`src/hw/rtl/kpc_pkg.sv`:
```
// Shared types, codes and constants for the key press classifier.
// Used by kpc_key and key_press_classifier; depends on nothing else.
package kpc_pkg;

  localparam int NUM_KEYS   = 4;
  localparam int PIN_WIDTH  = 4;
  localparam int CODE_WIDTH = 4;
  localparam int HOLD_WIDTH = 8;
  localparam int GAP_WIDTH  = 6;
  localparam int CFG_DATA_WIDTH  = 8;
  localparam int CFG_INDEX_WIDTH = 2;

  localparam logic [HOLD_WIDTH-1:0] HOLD_MAX = {HOLD_WIDTH{1'b1}};
  localparam logic [HOLD_WIDTH-1:0] LONG_PRESS_RESET    = 8'd70;
  localparam logic [GAP_WIDTH-1:0]  DOUBLE_WINDOW_RESET = 6'd20;

  localparam logic CMD_TICK = 1'b0;
  localparam logic CMD_SCAN = 1'b1;

  localparam logic [CFG_INDEX_WIDTH-1:0] REG_LONG_PRESS    = 2'd0;
  localparam logic [CFG_INDEX_WIDTH-1:0] REG_DOUBLE_WINDOW = 2'd1;
  localparam logic [CFG_INDEX_WIDTH-1:0] REG_DOUBLE_ENABLE = 2'd2;

  localparam logic [CODE_WIDTH-1:0] EV_NONE        = CODE_WIDTH'(0);
  localparam logic [CODE_WIDTH-1:0] EV_SINGLE_BASE = CODE_WIDTH'(1);
  localparam logic [CODE_WIDTH-1:0] EV_LONG_BASE   = CODE_WIDTH'(1 + NUM_KEYS);
  localparam logic [CODE_WIDTH-1:0] EV_DOUBLE_BASE = CODE_WIDTH'(1 + 2 * NUM_KEYS);

  typedef enum logic [1:0] {
    PH_IDLE     = 2'd0,
    PH_DEBOUNCE = 2'd1,
    PH_HELD     = 2'd2
  } phase_t;

  typedef struct packed {
    logic [HOLD_WIDTH-1:0] long_press_ticks;
    logic [GAP_WIDTH-1:0]  double_window_ticks;
    logic                  double_enable;
  } cfg_t;

  typedef struct packed {
    logic tick;
    logic released;
    logic clr_sgl;
    logic clr_lng;
    logic clr_dbl;
  } key_ctrl_t;

  typedef struct packed {
    logic sgl;
    logic lng;
    logic dbl;
  } key_flags_t;

endpackage

```
`src/hw/rtl/kpc_key.sv`:
```
// Per-key debounce, hold timing and press classification for one button.
// Depends on kpc_pkg for the phase type, config and control structs.
module kpc_key
  import kpc_pkg::*;
(
  input  logic       clk,
  input  logic       rst,
  input  cfg_t       cfg,
  input  key_ctrl_t  ctrl,
  output key_flags_t flags
);

  phase_t                phase, phase_next;
  logic [HOLD_WIDTH-1:0] hold_count, hold_count_next;
  logic [GAP_WIDTH-1:0]  gap_count, gap_count_next;
  logic                  awaiting, awaiting_next;
  key_flags_t            flags_next;
  logic                  release_held;
  logic                  short_press;

  assign release_held = (phase == PH_HELD) && ctrl.released;
  assign short_press  = release_held && (hold_count < cfg.long_press_ticks);

  always_comb begin
    phase_next = phase;
    if (ctrl.tick) begin
      unique case (phase)
        PH_DEBOUNCE: phase_next = ctrl.released ? PH_IDLE : PH_HELD;
        PH_HELD:     phase_next = ctrl.released ? PH_IDLE : PH_HELD;
        default:     phase_next = ctrl.released ? PH_IDLE : PH_DEBOUNCE;
      endcase
    end
  end

  always_comb begin
    hold_count_next = hold_count;
    gap_count_next  = gap_count;
    awaiting_next   = awaiting;
    flags_next      = flags;
    if (ctrl.tick) begin
      if (phase != PH_DEBOUNCE && phase != PH_HELD && !ctrl.released) begin
        hold_count_next = '0;
      end
      if (phase == PH_HELD && !ctrl.released && hold_count != HOLD_MAX) begin
        hold_count_next = hold_count + HOLD_WIDTH'(1);
      end
      if (release_held && !short_press) begin
        flags_next.lng = 1'b1;
      end
      if (short_press) begin
        if (!cfg.double_enable) begin
          flags_next.sgl = 1'b1;
        end else if (!awaiting) begin
          awaiting_next  = 1'b1;
          gap_count_next = '0;
        end else begin
          flags_next.dbl = 1'b1;
          awaiting_next  = 1'b0;
        end
      end
      if (awaiting_next) begin
        gap_count_next = gap_count_next + GAP_WIDTH'(1);
        if (gap_count_next >= cfg.double_window_ticks) begin
          awaiting_next  = 1'b0;
          flags_next.sgl = 1'b1;
        end
      end
    end else begin
      if (ctrl.clr_sgl) flags_next.sgl = 1'b0;
      if (ctrl.clr_lng) flags_next.lng = 1'b0;
      if (ctrl.clr_dbl) flags_next.dbl = 1'b0;
    end
  end

  always_ff @(posedge clk) begin
    if (rst) begin
      phase      <= PH_IDLE;
      hold_count <= '0;
      gap_count  <= '0;
      awaiting   <= 1'b0;
      flags      <= '0;
    end else begin
      phase      <= phase_next;
      hold_count <= hold_count_next;
      gap_count  <= gap_count_next;
      awaiting   <= awaiting_next;
      flags      <= flags_next;
    end
  end

endmodule

```
`src/hw/rtl/key_press_classifier.sv`:
```
// Top level of the key press classifier: configuration registers, scan
// priority and the result register. Depends on kpc_pkg and kpc_key.
//
// Each input transaction is either a tick, which samples the four active-low
// pins and advances every key's debounce and hold timing, or a scan, which
// reports and clears the lowest-numbered key's pending event (single, then
// long, then double). Every transaction produces exactly one result, held in
// a result register and shown in the cycle after acceptance together with the
// pending flags as they stand after that transaction. One transaction is
// accepted per cycle while the input is ready: the per-key state update is
// registered on acceptance, and the input is ready whenever the result
// register is empty or being taken in the same cycle. Configuration writes are
// always ready and take effect on the next transaction.
module key_press_classifier
  import kpc_pkg::*;
(
  input  logic                       clk,
  input  logic                       rst,
  input  logic                       in_valid,
  output logic                       in_ready,
  input  logic                       command,
  input  logic [PIN_WIDTH-1:0]       pin_levels,
  output logic                       out_valid,
  input  logic                       out_ready,
  output logic [CODE_WIDTH-1:0]      event_code,
  output logic [NUM_KEYS-1:0]        single_pending,
  output logic [NUM_KEYS-1:0]        long_pending,
  output logic [NUM_KEYS-1:0]        double_pending,
  input  logic                       cfg_valid,
  output logic                       cfg_ready,
  input  logic [CFG_INDEX_WIDTH-1:0] cfg_index,
  input  logic [CFG_DATA_WIDTH-1:0]  cfg_data
);

  cfg_t                  cfg;
  logic                  accept;
  logic                  is_tick;
  key_ctrl_t             ctrl [NUM_KEYS];
  key_flags_t            flags [NUM_KEYS];
  logic [NUM_KEYS-1:0]   released;
  logic [NUM_KEYS-1:0]   sgl_now, lng_now, dbl_now;
  logic [NUM_KEYS-1:0]   clr_sgl, clr_lng, clr_dbl;
  logic [CODE_WIDTH-1:0] code_next;

  assign cfg_ready = 1'b1;
  assign in_ready  = !out_valid || out_ready;
  assign accept    = in_valid && in_ready;
  assign is_tick   = (command == CMD_TICK);

  always_ff @(posedge clk) begin
    if (rst) begin
      cfg.long_press_ticks    <= LONG_PRESS_RESET;
      cfg.double_window_ticks <= DOUBLE_WINDOW_RESET;
      cfg.double_enable       <= 1'b0;
    end else if (cfg_valid && cfg_ready) begin
      unique case (cfg_index)
        REG_LONG_PRESS:    cfg.long_press_ticks    <= cfg_data[HOLD_WIDTH-1:0];
        REG_DOUBLE_WINDOW: cfg.double_window_ticks <= cfg_data[GAP_WIDTH-1:0];
        REG_DOUBLE_ENABLE: cfg.double_enable       <= cfg_data[0];
        default: ;
      endcase
    end
  end

  always_comb begin
    code_next = EV_NONE;
    clr_sgl   = '0;
    clr_lng   = '0;
    clr_dbl   = '0;
    for (int k = NUM_KEYS - 1; k >= 0; k--) begin
      if (sgl_now[k]) begin
        code_next = EV_SINGLE_BASE + CODE_WIDTH'(k);
        clr_sgl   = '0;
        clr_lng   = '0;
        clr_dbl   = '0;
        clr_sgl[k] = 1'b1;
      end else if (lng_now[k]) begin
        code_next = EV_LONG_BASE + CODE_WIDTH'(k);
        clr_sgl   = '0;
        clr_lng   = '0;
        clr_dbl   = '0;
        clr_lng[k] = 1'b1;
      end else if (dbl_now[k]) begin
        code_next = EV_DOUBLE_BASE + CODE_WIDTH'(k);
        clr_sgl   = '0;
        clr_lng   = '0;
        clr_dbl   = '0;
        clr_dbl[k] = 1'b1;
      end
    end
  end

  for (genvar k = 0; k < NUM_KEYS; k++) begin : g_key
    if (k < PIN_WIDTH) begin : g_pin
      assign released[k] = pin_levels[k];
    end else begin : g_nopin
      assign released[k] = 1'b0;
    end

    assign sgl_now[k] = flags[k].sgl;
    assign lng_now[k] = flags[k].lng;
    assign dbl_now[k] = flags[k].dbl;

    always_comb begin
      ctrl[k].tick     = accept && is_tick;
      ctrl[k].released = released[k];
      ctrl[k].clr_sgl  = accept && !is_tick && clr_sgl[k];
      ctrl[k].clr_lng  = accept && !is_tick && clr_lng[k];
      ctrl[k].clr_dbl  = accept && !is_tick && clr_dbl[k];
    end

    kpc_key u_key (
      .clk   (clk),
      .rst   (rst),
      .cfg   (cfg),
      .ctrl  (ctrl[k]),
      .flags (flags[k])
    );
  end

  always_ff @(posedge clk) begin
    if (rst) begin
      out_valid <= 1'b0;
    end else if (accept) begin
      out_valid <= 1'b1;
    end else if (out_ready) begin
      out_valid <= 1'b0;
    end
  end

  always_ff @(posedge clk) begin
    if (accept) begin
      event_code <= is_tick ? EV_NONE : code_next;
    end
  end

  assign single_pending = sgl_now;
  assign long_pending   = lng_now;
  assign double_pending = dbl_now;

`ifndef SYNTHESIS
  a_tick_no_event: assert property (@(posedge clk) disable iff (rst)
    accept && is_tick |=> event_code == EV_NONE)
    else $error("tick transaction reported an event");

  a_scan_empty: assert property (@(posedge clk) disable iff (rst)
    accept && !is_tick && ({sgl_now, lng_now, dbl_now} == '0) |=> event_code == EV_NONE)
    else $error("scan reported an event with nothing pending");

  a_scan_found: assert property (@(posedge clk) disable iff (rst)
    accept && !is_tick && ({sgl_now, lng_now, dbl_now} != '0) |=> event_code != EV_NONE)
    else $error("scan missed a pending event");

  a_scan_clears_one: assert property (@(posedge clk) disable iff (rst)
    accept && !is_tick && ({sgl_now, lng_now, dbl_now} != '0) |=>
      $countones({sgl_now, lng_now, dbl_now}) ==
      $past($countones({sgl_now, lng_now, dbl_now})) - 1)
    else $error("scan did not clear exactly one pending event");

  a_idle_holds_flags: assert property (@(posedge clk) disable iff (rst)
    !accept |=> $stable({sgl_now, lng_now, dbl_now}))
    else $error("pending flags changed without a transaction");
`endif

endmodule
```
`config.mk`:
```
export PLATFORM = sky130hd
export DESIGN_NAME = key_press_classifier
export DESIGN_NICKNAME = d
export VERILOG_FILES = /design/src/hw/rtl/kpc_pkg.sv /design/src/hw/rtl/kpc_key.sv /design/src/hw/rtl/key_press_classifier.sv
export SDC_FILE = /design/constraint.sdc
export NUM_CORES = 1
export LEC_CHECK = 0
export ABC_AREA = 1
export BUFFER_PORTS_ARGS = -buffer_cell sky130_fd_sc_hd__clkbuf_2
export CAP_MARGIN = 30
export CORE_ASPECT_RATIO = 1.1
export CORE_UTILIZATION = 60
export CTS_CLUSTER_DIAMETER = 30
export DETAILED_ROUTE_END_ITERATION = 8
export GPL_TIMING_DRIVEN = 0
export HOLD_SLACK_MARGIN = 0.02
export MAX_ROUTING_LAYER = met4
export PLACE_DENSITY = 0.79
export REMOVE_ABC_BUFFERS = 1
export SKIP_LAST_GASP = 1
export SYNTH_ARGS = -nofsm -noshare
export SYNTH_HDL_FRONTEND = slang
export SYNTH_SLANG_ARGS = --single-unit
```
`constraint.sdc`:
```
create_clock -name clk -period 3.5 [get_ports clk]
set_input_delay 0.35 -clock clk [delete_from_list [all_inputs] [get_ports clk]]
set_output_delay 0.35 -clock clk [all_outputs]
set_load 0.02 [all_outputs]
```
==> results.py <==
metrics = {
    "timing": {
        "rsz0062_at_grt": "no",
        "fmax_mhz": 318,
        "tns_ns": 0,
        "slew_headroom_pct": 40.4,
        "hold-worst-slack_ns": 0.246,
        "maxSlewViolCount": 0,
        "period_share_pct": 89.7,
        "min_period_ns": 3.14,
        "finalHoldViolations": 0,
        "setup_viol": 0,
        "worstMarginPinSlew_ns": 0.888,
        "skew_ns": 0.00587,
    },
    "drt": {
        "wl_met3_um": 582,
        "viasPerCell": 5.37,
        "dr.max_layer_used": "met4",
        "drt-wirelength-per-cell_um": 14.0,
        "dr.pass1.iters": 7,
        "wl_met2_um": 7200,
        "wirelength_um": 14800,
        "wl_met1_um": 6660,
        "drc": 0,
        "drt_iter0_markers": 261,
        "vias": 5689,
        "antenna_left": 0,
    },
    "critical_path": {
        "ff2ff_setup_slack_ns": 0.36,
        "start_kind": "flip-flop",
        "crit_fanout": 5,
        "crit_path_end_kind": "flip-flop",
        "worstPathCellList": "inv_1 > ha_1 > a21oi_1 > o21a_1 > nand2_2 > nor2_4 > a21oi_1 > ha_1 > nand3_1 > nor2_1 > xor2_1 > ha_1 > nand2_1 > nor2_1 > a211oi_1 > nand2_1 > nand2_1 > a21oi_1",
        "slowest_stage": "dfxtp_1",
        "arrival_ns": 3.38,
        "slowest_delay_ns": 0.30,
        "required_ns": 3.74,
        "critPathKind": "flip-flop to flip-flop",
        "r2r_cells": 18,
    },
    "clock_tree": {
        "cts_tree": "yes",
        "cts_hold_buf": 0,
        "clock-root-buffer": "clkbuf_16",
        "cts_sinks": 100,
        "cts_max_path_buffers": 2,
        "post_cts_resized": 0,
        "cts_setup_buffers": 0,
        "htree_levels": 3,
        "clock_latency_ns": 0.35,
        "clkSlewWorstSetupHoldPaths_ns": 0.07,
        "cts-buffers-inserted": 9,
    },
    "die": {
        "die-area_um2": 11000,
        "die_h_um": 110,
        "io_pins": 39,
        "initial_core_util_pct": 61.6,
        "rows": 39,
        "fp.coreArea_um2": 10300,
        "die_w_um": 100,
    },
    "placed_design": {
        "dpl.hpwl_um": 11100,
        "gp_congestion": 0.900,
        "dpl_cell_area_um2": 6720,
        "io_buffers": 37,
    },
    "synthesis": {
        "syn-cell-area_um2": 6380,
        "synth_top_area_share_pct": 30.1,
        "synth_cell_types": 47,
        "syn_area_per_cell_um2": 7.28,
        "synth_edf_count": 4,
        "ys_ff_latch": 100,
        "synth.most_common_cell": "nand2_1",
        "async_reset_ff_share_pct": 0,
        "synth_top_cell_by_area": "dfxtp_1",
        "synthTopCellsByCount": "nand2_1, inv_1, dfxtp_1",
        "synthCells": 876,
        "ys_seq_area_share_pct": 32.0,
        "ys_warn_count": 0,
        "ys_top_cells_by_area": "dfxtp_1, ha_1, nand2_1, inv_1, a21oi_1",
        "synth_ff_type": "dfxtp_1",
    },
    "global_routing": {
        "grt_usage_pct": 28.9,
        "grt_max_degree": 31,
        "antenna_found_initial": 0,
        "grt_pass1_wl_um": 24100,
        "first_global_vias": 5271,
        "gr-total-overflow": 0,
    },
    "layout": {
        "ff_latch_area_um2": 2040,
        "final_nets": 992,
        "fin_area_um2": 7060,
        "layout-drive-gt1-share_pct": 13.6,
        "fillers": 897,
        "postLayoutCoreUtil_pct": 68.2,
        "area_growth_pct": 10.7,
        "n_antenna_cell": 0,
        "multiInputGateArea_um2": 3700,
    },
    "power": {
        "leakage_nw": 3.38,
        "power.density_nw_per_um2": 364,
        "ir_worst_vdd_mv": 0.222,
    },
    "job": {
        "maxCapViolations": 0,
    },
    "hold_path": {
        "hold_path_class": "input port to flip-flop",
        "hold_depth": 3,
    },
    "status": {
        "outcome": "complete, no violations",
    },
}
## critical path: cells and delay by family, from the launching register on
kind                       cells  cell delay (ns)
AOI/OAI and AO/OA              5             0.79
xor gates and xnor gates       1             0.22
adders and majority gates      3             0.80
buffers and inverters          1             0.19
DFF                            1             0.30
and+or+nand+nor                8             0.75
## report_power, final
group	internal [mW]	leakage (nW)	switching, mW	total [mW]
Clock	0.667	0.158	0.451	1.12
Sequential	1.17	0.818	0.0162	1.18
Combinational	0.0848	2.40	0.178	0.263
## final timing paths
kind,from,to
setup / recovery,cfg[14]$_SDFFE_PP0P_,g_key[1].u_key.flags[2]$_SDFFE_PP0P_
hold / removal,cfg_data[6],cfg[13]$_SDFFE_PP1P_
setup reg to reg,cfg[14]$_SDFFE_PP0P_,g_key[1].u_key.flags[2]$_SDFFE_PP0P_
hold reg to reg,g_key[0].u_key.phase[0]$_SDFFE_PP0P_,g_key[0].u_key.phase[0]$_SDFFE_PP0P_
## routing by layer
metal  GRT usage [%]  vias up
met5               -        -
met4            12.6        0
met3            3.72       36
met2            49.8      110
met1            34.0     2590
li1                -     2953
## area by class of cell
cell class / instances / share of cell area [%]
multi-input cells: 612 / 52.4
flip-flops and latches: 100 / 28.9
inverters: 150 / 8.05
clock buffers: 11 / 3.58
repair buffers: 39 / 3.30
well taps: 143 / 2.54
clock inverters: 5 / 1.19
## flip-flops by register name (all words and copies together) (netlist names)
signal / count
g_key.u_key.awaiting: 4
g_key.u_key.flags: 12
cfg: 15
event_code: 4
out_valid: 1
g_key.u_key.gap_count: 24
g_key.u_key.hold_count: 32
g_key.u_key.phase: 8
## logic make-up after synthesis
kind of cell,synth area share [%]
buf+inv,9.99
simple gates,26.2
xor+xnor,1.65
fa+ha+maj,11.8
flops,32.0
compound gates,18.3
other cells,0.0588
## cell usage in the layout, fill, tap and decap left out, types with 4 or more instances in the layout
cell	Yosys	final
a211oi_1	12	12
a21oi_1	88	88
a31oi_1	4	4
clkbuf_16	0	9
clkbuf_2	0	37
dfxtp_1	96	96
edfxtp_1	4	4
ha_1	60	60
inv_1	138	138
inv_2	10	10
nand2_1	171	171
nand2_2	18	18
nand2_4	5	5
nand3_1	38	38
nor2_1	66	66
nor2_4	6	6
nor3_1	10	10
nor3_2	6	6
o211a_1	4	4
o211ai_1	6	6
o21a_1	11	11
o21ai_0	41	41
o21ai_1	13	13
o21ai_2	5	5
o21bai_1	4	4
xnor2_1	4	4
xor2_1	8	8
## stage by stage
stage | setup WS (ns) | std cells | power (mW)
2_1_floorplan | 0.854 | 862 | 1.38
3_3_place_gp | 0.414 | 1042 | 1.46
3_5_place_dp | 0.373 | 1044 | 1.47
4_1_cts | 0.342 | 1060 | 2.57
5_1_grt | 0.0875 | 1060 | 2.65
6_report | 0.360 | 1060 | 2.57
Note: power is estimated with default switching activity, not from simulation.
